### src/rtl/ole_pkg.sv
`timescale 1ns / 1ps
package ole_pkg;
  localparam int unsigned Capacity  = 64;
  localparam int unsigned DataWidth = 32;
  localparam int unsigned IdxW      = $clog2(Capacity);
  localparam int unsigned LenW      = $clog2(Capacity + 1);
  localparam int unsigned QDepth    = 2;

  typedef enum logic [2:0] {
    OpInsFront = 3'd0,
    OpInsRear  = 3'd1,
    OpInsPos   = 3'd2,
    OpDelFront = 3'd3,
    OpDelRear  = 3'd4,
    OpDelValue = 3'd5,
    OpSearch   = 3'd6,
    OpClear    = 3'd7
  } op_e;

  typedef enum logic [1:0] {
    StOk       = 2'd0,
    StEmpty    = 2'd1,
    StNotFound = 2'd2,
    StFull     = 2'd3
  } status_e;

  typedef struct packed {
    op_e                  op;
    logic [DataWidth-1:0] key;
    logic [15:0]          position;
  } cmd_t;
endpackage

### src/rtl/ole_if.sv
`timescale 1ns / 1ps
interface ole_req_if;
  logic        valid;
  logic        ready;
  logic [2:0]  operation;
  logic signed [31:0] value;
  logic [15:0] position;
  modport source (output valid, operation, value, position, input ready);
  modport sink (input valid, operation, value, position, output ready);
endinterface


### src/rtl/ole_front.sv
`timescale 1ns / 1ps
module ole_front (
  input  logic          clk_i,
  input  logic          rst_ni,
  ole_req_if.sink       req,
  output logic          cmd_valid_o,
  input  logic          cmd_ready_i,
  output ole_pkg::cmd_t cmd_o
);
  ole_pkg::cmd_t cmd_q [ole_pkg::QDepth];
  logic          wr_ptr_q, wr_ptr_d, rd_ptr_q, rd_ptr_d;
  logic [1:0]    cnt_q, cnt_d;
  logic          push, pop;
  ole_pkg::cmd_t in_cmd;

  always_comb begin
    in_cmd.op       = ole_pkg::op_e'(req.operation);
    in_cmd.key      = ole_pkg::DataWidth'(req.value);
    in_cmd.position = req.position;
  end

  assign req.ready   = (cnt_q != 2'(ole_pkg::QDepth));
  assign push        = req.valid && req.ready;
  assign cmd_valid_o = (cnt_q != 2'd0);
  assign pop         = cmd_valid_o && cmd_ready_i;
  assign cmd_o       = cmd_q[rd_ptr_q];
  assign wr_ptr_d    = push ? ~wr_ptr_q : wr_ptr_q;
  assign rd_ptr_d    = pop ? ~rd_ptr_q : rd_ptr_q;
  assign cnt_d       = cnt_q + 2'(push) - 2'(pop);

  always_ff @(posedge clk_i) begin
    if (push) cmd_q[wr_ptr_q] <= in_cmd;
  end

  always_ff @(posedge clk_i or negedge rst_ni) begin
    if (!rst_ni) begin
      wr_ptr_q <= 1'b0;
      rd_ptr_q <= 1'b0;
      cnt_q    <= 2'd0;
    end else begin
      wr_ptr_q <= wr_ptr_d;
      rd_ptr_q <= rd_ptr_d;
      cnt_q    <= cnt_d;
    end
  end
endmodule

### src/flat_wrapper.sv
// flat-port wrapper written by rule: the top's interface ports become plain ports
module ole_front_flat 
  (clk_i, rst_ni, cmd_valid_o, cmd_ready_i, cmd_o, req_valid, req_operation, req_value, req_position, req_ready);
  ole_req_if req_i ();
  input  logic clk_i;
  input  logic rst_ni;
  output logic cmd_valid_o;
  input  logic cmd_ready_i;
  output ole_pkg::cmd_t cmd_o;
  input wire logic [$bits(req_i.valid)-1:0] req_valid;
  input wire logic [$bits(req_i.operation)-1:0] req_operation;
  input wire logic [$bits(req_i.value)-1:0] req_value;
  input wire logic [$bits(req_i.position)-1:0] req_position;
  output wire logic [$bits(req_i.ready)-1:0] req_ready;
  assign req_i.valid = req_valid;
  assign req_i.operation = req_operation;
  assign req_i.value = req_value;
  assign req_i.position = req_position;
  assign req_ready = req_i.ready;
  ole_front u_core (.clk_i(clk_i), .rst_ni(rst_ni), .req(req_i), .cmd_valid_o(cmd_valid_o), .cmd_ready_i(cmd_ready_i), .cmd_o(cmd_o));
endmodule
### config.mk
export PLATFORM = sky130hd
export DESIGN_NAME = ole_front_flat
export DESIGN_NICKNAME = d
export VERILOG_FILES = /design/src/rtl/ole_pkg.sv /design/src/rtl/ole_if.sv /design/src/rtl/ole_front.sv /design/src/flat_wrapper.sv
export SDC_FILE = /design/constraint.sdc
export NUM_CORES = 1
export LEC_CHECK = 0
export ABC_AREA = 0
export BUFFER_PORTS_ARGS = -buffer_cell sky130_fd_sc_hd__buf_4
export CORE_ASPECT_RATIO = 0.5
export CORE_MARGIN = 5
export CORE_UTILIZATION = 45
export DETAILED_ROUTE_END_ITERATION = 10
export PLACE_DENSITY_LB_ADDON = 0.08
export SYNTH_ARGS = -nofsm -noshare
export SYNTH_HDL_FRONTEND = slang
export SYNTH_SLANG_ARGS = --single-unit
### constraint.sdc
create_clock -name clk_i -period 3.6 [get_ports clk_i]
set_input_delay 0.36 -clock clk_i [delete_from_list [all_inputs] [get_ports clk_i]]
set_output_delay 0.36 -clock clk_i [all_outputs]
set_load 0.005 [all_outputs]
Yosys cells after proc, flatten, opt, wreduce, memory -nomap -nowiden
Memory sizes are Yosys's and may differ from the RTL's.
Cells that the tools add are included.
W data, S select, Z words.
{"block": "classes", "addsub": 2, "n_eq_ne": 1, "mux": 2, "bitwise_logic": 2, "reduce_logical": 3}
{"operator": "$add A2 B1 Y2", "count": 1}
{"operator": "$logic_and A1 B1 Y1", "count": 2}
{"operator": "$mux W1", "count": 2}
{"operator": "$ne A2 B2 Y1 const B", "count": 1}
{"operator": "$not A1 Y1", "count": 2}
{"operator": "$reduce_bool A2 Y1", "count": 1}
{"operator": "$sub A2 B1 Y2", "count": 1}
{"block": "totals", "register_bits": 4, "mem_bits_rw": 102, "memories": 1}
{"memory": "u_core.cmd_q", "words": 2, "word_bits": 51, "rd": 1, "rd_clocked_by_memory_dff": 0, "write_ports": 1, "line_no": "ole_front.sv:10", "rtl": "ole_pkg::cmd_t cmd_q [ole_pkg::QDepth];"}

Longest topological paths before layout
Gate-level depths: netlist of run 1.
{"block": "depth", "word_depth": 4, "ltp_mapped": 7, "depth_no_buf": 7}

Least setup slack after synthesis of run 1
Ideal clock, no wire load.
{"block": "synth_path", "path_type": "register to register", "startpoint": "register u_core.cnt_q[1]", "endpoint": "memory u_core.cmd_q[0][0] in the netlist's numbering, enable pin", "setup_ns": 0.460, "arrival_ns": 2.748, "setup_slack_ns": 0.392, "path_stages_with_launch": 4, "path_buffers": 0, "synth_period_minus_slack_ns": 3.208, "cell_sequence": "dfrtp_1 nand2b_1 nand2_1 nor2_1"}
{"block": "synth_via", "elab_chain_cells": 4}
{"item": "start: declaration", "line_no": "ole_front.sv:12", "rtl": "logic [1:0] cnt_q, cnt_d;"}
{"item": "start signal: assignment", "line_no": "ole_front.sv:43", "rtl": "cnt_q <= cnt_d;"}
{"item": "$ne A2 B2 Y1", "line_no": "ole_front.sv:22", "rtl": "assign req.ready = (cnt_q != 2'(ole_pkg::QDepth));"}
{"item": "via req_ready", "line_no": "flat_wrapper.sv:14", "rtl": "output wire logic [$bits(req_i.ready)-1:0] req_ready;"}
{"item": "$logic_and A1 B1 Y1", "line_no": "ole_front.sv:23", "rtl": "assign push = req.valid && req.ready;"}
{"item": "$mux W1", "line_no": "ole_front.sv:32", "rtl": "if (push) cmd_q[wr_ptr_q] <= in_cmd;"}
{"item": "$mux W1 (implied by the code)", "line_no": "ole_front.sv:32"}
{"item": "end: declaration", "line_no": "ole_front.sv:10"}
The timed path passes the listed nets, and every way through them passes these cells.

==> impl_metrics.yaml, run 1 <==
critical_path:
  r2r_setup_slack_ns: 1.82
  r2r-start: "u_core.cnt_q[1]"
  setup.worst_path.start: "u_core.rd_ptr_q"
  worst_path_max_delay_cell: "dfrtp_4"
  end_kind: "primary output"
  required_ns: 3.24
  path_delay_family: "flip-flops"
  reg2regPathDepth: 3
  crit_path_cell_trace: "mux2_1 > buf_4"
  r2r_end: "u_core.cmd_q[1][38]"
  cpPeakStageDelay_ns: 1.07
  start_kind: "register"
  worstSetupPathType: "reg -> out"
  path_max_fanout: 52
  path_buf_inv: 1
  arrival_ns: 1.97
grt:
  grt_pass1_wl_um: 11000
  grt_util_all_layers_pct: 12.7
  grt_pass1_vias: 2126
  antenna_found_initial: 0
  grt_start_max_net_pins: 53
  grt.overflow.total: 0
cells_and_area:
  finish.utilization_pct: 60.7
  seq_area_um2: 3170
  diodes: 0
  post-route-cell-area_um2: 5360
  drive_above_1_share_pct: 59.4
  area_delta_synth_final_pct: 29.4
  nets: 351
  multi_input_area_um2: 862
  fillers: 666
route:
  drt.antenna.violating_nets: 0
  firstDrtPassIters: 4
  wl_um: 6900
  route.vias.total: 1939
  drc: 0
  via_per_inst: 4.67
  first_iter_violations: 90
  wl_per_cell_um: 16.6
clocking:
  clock-sinks: 106
  hold_buffers: 1
  cts_setup_buffers: 0
  cts_buffer_depth: 2
  h-tree-depth: 3
  cts_resized: 0
  numCtsBuffers: 9
  clk_latency_ns: 0.34
  cts-root-buf: "clkbuf_16"
  clk_pin_slew_worst_paths_ns: 0.06
  cts_tree: "done"
die:
  ioPinCount: 108
  core_area_um2: 8830
  dieWidth_um: 146
  die_height_um: 77.8
  rows: 24
  start_util_pct: 46.9
  dieArea_um2: 11300
sta:
  setup_slack_ns: 1.27
  drv_slew: 0
  finalCritPeriodShare_pct: 64.7
  tightestPinTransition_ns: 1.00
  setup-tns-final_ns: 0
  rsz0062_at_grt: "false"
  hold_viol: 0
  period_needed_ns: 2.33
  setup_violations: 0
  finClkSkew_ns: 0.00681
  slew_headroom_pct: 33.0
  fmax_ghz: 0.429
logic_synthesis:
  yosysWarnings: 0
  syn_area_per_cell_um2: 23.3
  synth_seq_area_share_pct: 76.4
  syn_inst: 178
  synth_seq_cells: 106
  synth.net_count: 235
  ys_types: 16
  syn-cell-area_um2: 4140
min_path:
  hold_end: "u_core.cmd_q[1][37]"
  hp-class: "in -> reg"
  holdCritStartpoint: "req_value[21]"
  holdPathStages: 1
power_and_ir_drop:
  irDropWorstVdd_v: 0.000721
  power_density_nw_per_um2: 796
  p_leak_uw: 0.00216
place:
  dpl-instance-area_um2: 5010
  post-dp-hpwl_um: 4620
  numPortBuffers: 107
  place_congestion: 0.701
  pre_cts_ws_ns: 1.61
status:
  run_status: "complete, no violations"
job:
  max_cap_violations: 0
==> worst max path at each step <==
stage / endpoint / cells after the start / slack [ns]
after CTS: cmd_o[0] / 2 / 1.24
after global routing: cmd_o[0] / 2 / 1.16
after floorplan: u_core.cmd_q[0][0] / 3 / 0.39
after detailed placement: cmd_o[50] / 2 / 1.61
final: cmd_o[50] / 2 / 1.27
after global placement: cmd_o[0] / 2 / 1.62
==> final cells by class <==
class                      count  share of cell area, %
inverter                       3                  0.210
multi-input combinational     63                   16.1
clock buffer                  10                   4.28
sequential                   106                   59.1
tap                          117                   2.73
clock inverter                 5                   1.94
timing repair buffer         111                   15.6
==> power by group <==
group / internal (uW) / switching, uW
Clock: 675 / 396
Sequential: 1690 / 236
Combinational: 837 / 424
==> cell usage after synthesis <==
cell type / count / area, um^2
nand2b_1: 1 / 6.26
edfxtp_1: 102 / 3060
ha_1: 2 / 25.0
nor2_1: 1 / 3.75
mux2_4: 49 / 736
or2_1: 1 / 6.26
dfrtp_1: 4 / 100
and2_4: 1 / 8.76
nand2_1: 1 / 3.75
inv_1: 3 / 11.3
buf_12: 5 / 100
xnor2_1: 3 / 26.3
xor2_1: 1 / 8.76
and3_1: 1 / 6.26
mux2_1: 2 / 22.5
buf_6: 1 / 11.3
==> state kept, by name (all words and copies together) (netlist names) <==
| signal | cells |
|---|---|
| u_core.cmd_q | 102 |
| u_core.cnt_q | 2 |
| u_core.rd_ptr_q | 1 |
| u_core.wr_ptr_q | 1 |
==> per-layer routing <==
layer  vias to the layer above  GRT usage [%]  share of wire [%]
li1                        920              -                  -
met1                       947           14.3                 41
met2                        60           21.5                 50
met3                        12           6.00                7.5
met4                         0           4.47                1.4
met5                         -              0                  0
==> cell families after synthesis <==
kind of cell,count (synthesis),synth area share [%]
buffers and inverters,9,2.96
and+or+nand+nor,6,0.847
xor gates and xnor gates,4,0.847
DFF,106,76.4
muxes,51,18.3
adders and majority gates,2,0.604
==> cells in the final DEF, fill, tap and decap left out, drive strengths merged, types with 2 or more instances in the layout <==
master | Yosys | layout
inv | 3 | 3
dfrtp | 4 | 4
mux2 | 51 | 51
edfxtp | 102 | 102
xnor2 | 3 | 3
bufinv | 0 | 3
clkbuf | 0 | 10
ha | 2 | 2
clkinv | 0 | 2
buf | 6 | 110
==> through the flow <==
stage	hold WS (ns)	instances	power (uW)
finish	0.202	415	4260
global route	0.182	415	4490
CTS	0.186	415	4330
detailed placement	0.161	399	3250
global placement	0.157	399	3220
floorplan	0.0644	178	2740
(Power assumes the default switching activity.)
==> run 2: changes to the inputs <==
--- a/config.mk
+++ b/config.mk
@@ -5,7 +5,7 @@
 export SDC_FILE = /design/constraint.sdc
 export NUM_CORES = 1
 export LEC_CHECK = 0
-export ABC_AREA = 0
+export ABC_AREA = 1
 export BUFFER_PORTS_ARGS = -buffer_cell sky130_fd_sc_hd__buf_4
 export CORE_ASPECT_RATIO = 0.5
 export CORE_MARGIN = 5
==> constraint.sdc (replaced) <==
create_clock -name clk_i -period 2.4 [get_ports clk_i]
set_input_delay 0.24 -clock clk_i [delete_from_list [all_inputs] [get_ports clk_i]]
set_output_delay 0.24 -clock clk_i [all_outputs]
set_load 0.005 [all_outputs]
==> impl_metrics.yaml, run 2 <==
status:
  run_status: "complete, no violations"
route:
  top_layer: "met4"
  first_iter_violations: 110
  firstDrtPassIters: 4
  via_per_inst: 4.59
  route.vias.total: 2445
  wl_per_cell_um: 14.2
  drt.antenna.violating_nets: 0
  wl_um: 7560
  wl_met3_um: 624
  wl_met2_um: 3730
  wl_met1_um: 3200
  drc: 0
job:
  max_cap_violations: 0
clocking:
  cts-root-buf: "clkbuf_16"
  numCtsBuffers: 9
  cts_tree: "done"
  cts_resized: 0
  hold_buffers: 1
  clk_pin_slew_worst_paths_ns: 0.06
  cts_buffer_depth: 2
  clk_latency_ns: 0.33
  h-tree-depth: 3
  clock-sinks: 106
  cts_setup_buffers: 0
sta:
  setup-tns-final_ns: 0
  slew_headroom_pct: 59.9
  hold_viol: 0
  tightestPinTransition_ns: 0.600
  finalCritPeriodShare_pct: 69.5
  drv_slew: 0
  period_needed_ns: 1.67
  hold_ws_ns: 0.0927
  finClkSkew_ns: 0.00453
  setup_slack_ns: 0.731
  rsz0062_at_grt: "false"
  setup_violations: 0
  fmax_ghz: 0.599
min_path:
  hp-class: "in -> reg"
  hold_end: "u_core.cmd_q[0][40]"
  holdPathStages: 1
  holdCritStartpoint: "req_value[24]"
logic_synthesis:
  ys_types: 12
  synth_edf_count: 102
  ys_async_sr_fraction_pct: 3.77
  ys_top_cells_by_count: "146 x nand2_1, 102 x edfxtp_1, 20 x nand2_2"
  syn-cell-area_um2: 4050
  synth_seq_cells: 106
  synth_most_common_cell: "nand2_1"
  syn_inst: 299
  yosysTopAreaCell: "edfxtp_1"
  syn_area_per_cell_um2: 13.5
  yosysWarnings: 0
  synth.net_count: 356
  synth_seq_area_share_pct: 78.1
  yosys_most_used_dff: "edfxtp_1"
  synth_area_leaders: "edfxtp_1 76%, nand2_1 14%, nand2_2 3.1%"
  synth.top_cell.area_share_pct: 75.6
cells_and_area:
  mostFrequentLayoutCells: "146 x nand2_1, 109 x buf_4, 102 x edfxtp_1"
  nets: 468
  drive_above_1_share_pct: 35.8
  reg.largest.list: "u_core.cmd_q x102, u_core.cnt_q x2"
  diodes: 0
  layout_commonest_cell: "nand2_1"
  area_delta_synth_final_pct: 29.2
  largest_reg_flops: 102
  top_register: "u_core.cmd_q"
power_and_ir_drop:
  power_density_nw_per_um2: 1170
  irDropWorstVdd_v: 0.00154
  power.total_uw: 6110
  p_leak_uw: 0.00225
grt:
  grt_pass1_vias: 2523
  grt.overflow.total: 0
  grt_util_all_layers_pct: 14.0
  grt_pass1_wl_um: 12000
  antenna_found_initial: 0
  grt_start_max_net_pins: 53
die:
  dieWidth_um: 144
  dieArea_um2: 11100
  die_height_um: 77.1
  ioPinCount: 108
  rows: 24
  start_util_pct: 46.4
  core_area_um2: 8740
place:
  numPortBuffers: 107
  place_congestion: 0.747
  pre_cts_ws_ns: 0.705
  post-dp-hpwl_um: 5050
critical_path:
  worst_path_max_delay_cell: "inv_2"
  arrival_ns: 1.70
  path_buf_inv: 2
  worstSetupPathType: "reg -> reg"
  required_ns: 2.43
  start_kind: "register"
  path_delay_family: "buffers and inverters"
  end_kind: "register"
  path_max_fanout: 26
  r2r_end: "u_core.cmd_q[0][30]"
  r2r_setup_slack_ns: 0.73
  r2r-start: "u_core.cnt_q[1]"
  crit_path_cell_trace: "nand2_1 > nand3_1 > inv_2 > buf_12"
  reg2regPathDepth: 4
  cpPeakStageDelay_ns: 0.47
## run 2: changes by cell type in the layout (fill, tap and decap cells not counted), sizes merged, moves of 2 or more
cell and delta:
nand3 +3, clkinv +3, bufinv -2, mux2 -51, nand2 +165, inv +7
xnor2 -3
## run 2: cells by family (layout without fill, tap and decap cells)
family	after synthesis	after routing	share of synthesized area, %
simple gates	170	170	17.1
buf+inv	21	138	4.23
flops	106	106	78.1
fa+ha+maj	2	2	0.618
## run 2: cell type report
type	instances	area [um^2]
clock inverter	6	57.6
sequential	106	3160
fill	724	3500
inverter	10	45.0
clock buffer	10	229
tap	117	146
timing repair buffer	112	868
multi-input combinational	172	724
## run 2: worst max-delay path by stage
stage	slack (ns)	cells after the start	startpoint	endpoint
6_report	0.73	4	u_core.cnt_q[1]	u_core.cmd_q[0][30]
5_1_grt	0.61	4	u_core.cnt_q[1]	u_core.cmd_q[0][44]
2_1_floorplan	0.07	3	u_core.cnt_q[1]	u_core.cmd_q[1][0]
3_5_place_dp	0.70	4	u_core.cnt_q[1]	u_core.cmd_q[0][40]
3_3_place_gp	0.72	4	u_core.wr_ptr_q	u_core.cmd_q[0][47]
4_1_cts	0.70	4	u_core.cnt_q[1]	u_core.cmd_q[0][9]
## run 2: layer usage
metal | up-vias | global-route usage (%)
li1 | 1218 | -
met1 | 1162 | 16.7
met2 | 63 | 23.9
met3 | 2 | 5.47
met4 | 0 | 3.35
met5 | - | 0
## run 2: power breakdown
group	total, uW	switching, uW	internal [uW]	leakage [uW]
logic	2090	1170	922	0.00111
registers	2640	115	2530	0.000996
clock network	1380	580	801	0.000144
## run 2: metrics by stage
step / util [%] / std cells / cell area (um^2)
final: 59.9 / 533 / 5240
after global routing: 59.9 / 533 / 5240
after CTS: 59.9 / 533 / 5240
after detailed placement: 56.5 / 516 / 4940
after global placement: 56.5 / 516 / 4940
after floorplan: - / 299 / 4050
==> run 3: changes to the inputs <==
==> constraint.sdc (replaced) <==
create_clock -name clk_i -period 1.6 [get_ports clk_i]
set_input_delay 0.16 -clock clk_i [delete_from_list [all_inputs] [get_ports clk_i]]
set_output_delay 0.16 -clock clk_i [all_outputs]
set_load 0.005 [all_outputs]
==> impl_metrics.yaml, run 3 (synthesis gave the netlist of run 2 again) <==
route:
  wl_um: 9500
  wl_met2_um: 4850
  wl_met1_um: 4070
  drt.antenna.violating_nets: 0
  wl_per_cell_um: 16.3
  route.vias.total: 2704
  first_iter_violations: 112
  top_layer: "met4"
  wl_met3_um: 558
  via_per_inst: 4.65
  firstDrtPassIters: 4
  drc: 0
critical_path:
  path_max_fanout: 7
  arrival_ns: 1.44
  end_kind: "primary output"
  r2r_setup_slack_ns: 0.15
  worstSetupPathType: "reg -> out"
  r2r-start: "u_core.cnt_q[1]"
  r2r_end: "u_core.cnt_q[1]"
  crit_path_cell_trace: "buf_12 > clkbuf_16 > nand2_1 > nand2_1 > buf_4"
  reg2regPathDepth: 10
  start_kind: "register"
  worst_path_max_delay_cell: "dfrtp_4"
  cpMostUsedCell: "nand2_1"
  cpPeakStageDelay_ns: 0.53
  required_ns: 1.44
job:
  max_cap_violations: 0
grt:
  grt_util_all_layers_pct: 14.8
  antenna_found_initial: 0
  grt_start_max_net_pins: 53
  grt_pass1_vias: 2659
  grt_pass1_wl_um: 12800
  grt.overflow.total: 0
status:
  run_status: "finished with violations"
  violations: "negative setup slack"
sta:
  tightestPinTransition_ns: 0.260
  hold_viol: 0
  finClkSkew_ns: 0.00789
  hold_ws_ns: 0.0191
  slew_headroom_pct: 82.7
  fmax_ghz: 0.623
  finalCritPeriodShare_pct: 100
  setup_violations: 3
  drv_slew: 0
  setup_slack_ns: -0.00497
  rsz0062_at_grt: "true"
  period_needed_ns: 1.60
place:
  post-dp-hpwl_um: 5200
  dpl-instance-area_um2: 4980
  numPortBuffers: 107
  dp.cells: 518
  place_congestion: 0.790
min_path:
  hold_end: "u_core.cmd_q[0][21]"
  hp-class: "in -> reg"
  holdPathStages: 1
  holdCritStartpoint: "req_value[5]"
die:
  start_util_pct: 46.4
  core_area_um2: 8740
  rows: 24
  dieArea_um2: 11100
  die_height_um: 77.1
  ioPinCount: 108
  dieWidth_um: 144
power_and_ir_drop:
  power_density_nw_per_um2: 1750
  irDropWorstVdd_v: 0.00136
  power.total_uw: 10400
  p_leak_uw: 0.00251
cells_and_area:
  fin_cells: 581
  largest_reg_flops: 102
  layout_commonest_cell: "nand2_1"
  nets: 516
  area_delta_synth_final_pct: 46.4
  drive_above_1_share_pct: 40.7
  mostFrequentLayoutCells: "123 x nand2_1, 102 x buf_4, 102 x edfxtp_1"
  top_register: "u_core.cmd_q"
  reg.largest.list: "u_core.cmd_q x102, u_core.cnt_q x2"
  post-route-cell-area_um2: 5930
  diodes: 0
clocking:
  clock-sinks: 106
  cts_tree: "done"
  clk_pin_slew_worst_paths_ns: 0.06
  clk_latency_ns: 0.33
  numCtsBuffers: 9
  h-tree-depth: 3
  cts-root-buf: "clkbuf_16"
  cts_buffer_depth: 2
[run 3: changes by cell type in the layout (fill, tap and decap cells not counted), moves of 3 or more]
cell	change
clkinvlp_4	+4
dlygate4sd3_1	+34
nand2_1	-23
buf_6	+9
buf_12	+6
buf_4	-7
clkinv_8	+3
nand2_2	+23
[run 3: critical path: cells and delay by family (launching register included)]
kind	cells	cell delay, ns
AND/OR/NAND/NOR	2	0.12
flip-flops	1	0.53
buffers and inverters	3	0.47
[run 3: worst max path at each step]
stage	start	end	slack, ns	cells past startpoint
6_report	u_core.rd_ptr_q	cmd_o[2]	-0.005	5
5_1_grt	u_core.rd_ptr_q	cmd_o[13]	-0.07	5
4_1_cts	u_core.rd_ptr_q	cmd_o[47]	0.008	4
3_5_place_dp	u_core.cnt_q[1]	u_core.cnt_q[1]	0.16	10
3_3_place_gp	u_core.cnt_q[1]	u_core.cnt_q[1]	0.24	10
2_1_floorplan	u_core.cnt_q[1]	u_core.cmd_q[1][0]	-0.15	3
[run 3: repair_timing]
action	in CTS	in global routing
hold endpoints to repair	44	25
buffers inserted	0	4
endpoints found under the setup margin	0	49
gates resized for setup	0	43
hold buffers	22	13
[run 3: cell type report]
class	instances	area, um^2
clock buffers	10	229
clock inverters	6	66.3
fillers	645	2810
inverters	10	53.8
multi-input cells	172	787
flip-flops and latches	106	3170
well taps	117	146
repair buffers	156	1430
repair inverters	4	52.6
[run 3: report_power, final]
| group | internal [uW] | switching, uW |
|---|---|---|
| clock | 1220 | 925 |
| sequential | 3790 | 203 |
| combinational | 2010 | 2240 |
[run 3: metal layers]
metal / vias to the layer above / GRT usage (%)
li1: 1317 / -
met1: 1311 / 17.5
met2: 74 / 26.2
met3: 2 / 4.72
met4: 0 / 3.63
met5: - / 0
[run 3: metrics by stage]
| stage | utilization, % | TNS, ns | worst slack [ns] |
|---|---|---|---|
| floorplan | - | -12.43 | -0.148 |
| finish | 67.9 | -0.0135 | -0.00497 |
| global route | 67.9 | -1.67 | -0.0683 |
| CTS | 62.9 | 0 | 0.00752 |
| global placement | 57.0 | 0 | 0.237 |
| detailed placement | 57.0 | 0 | 0.157 |
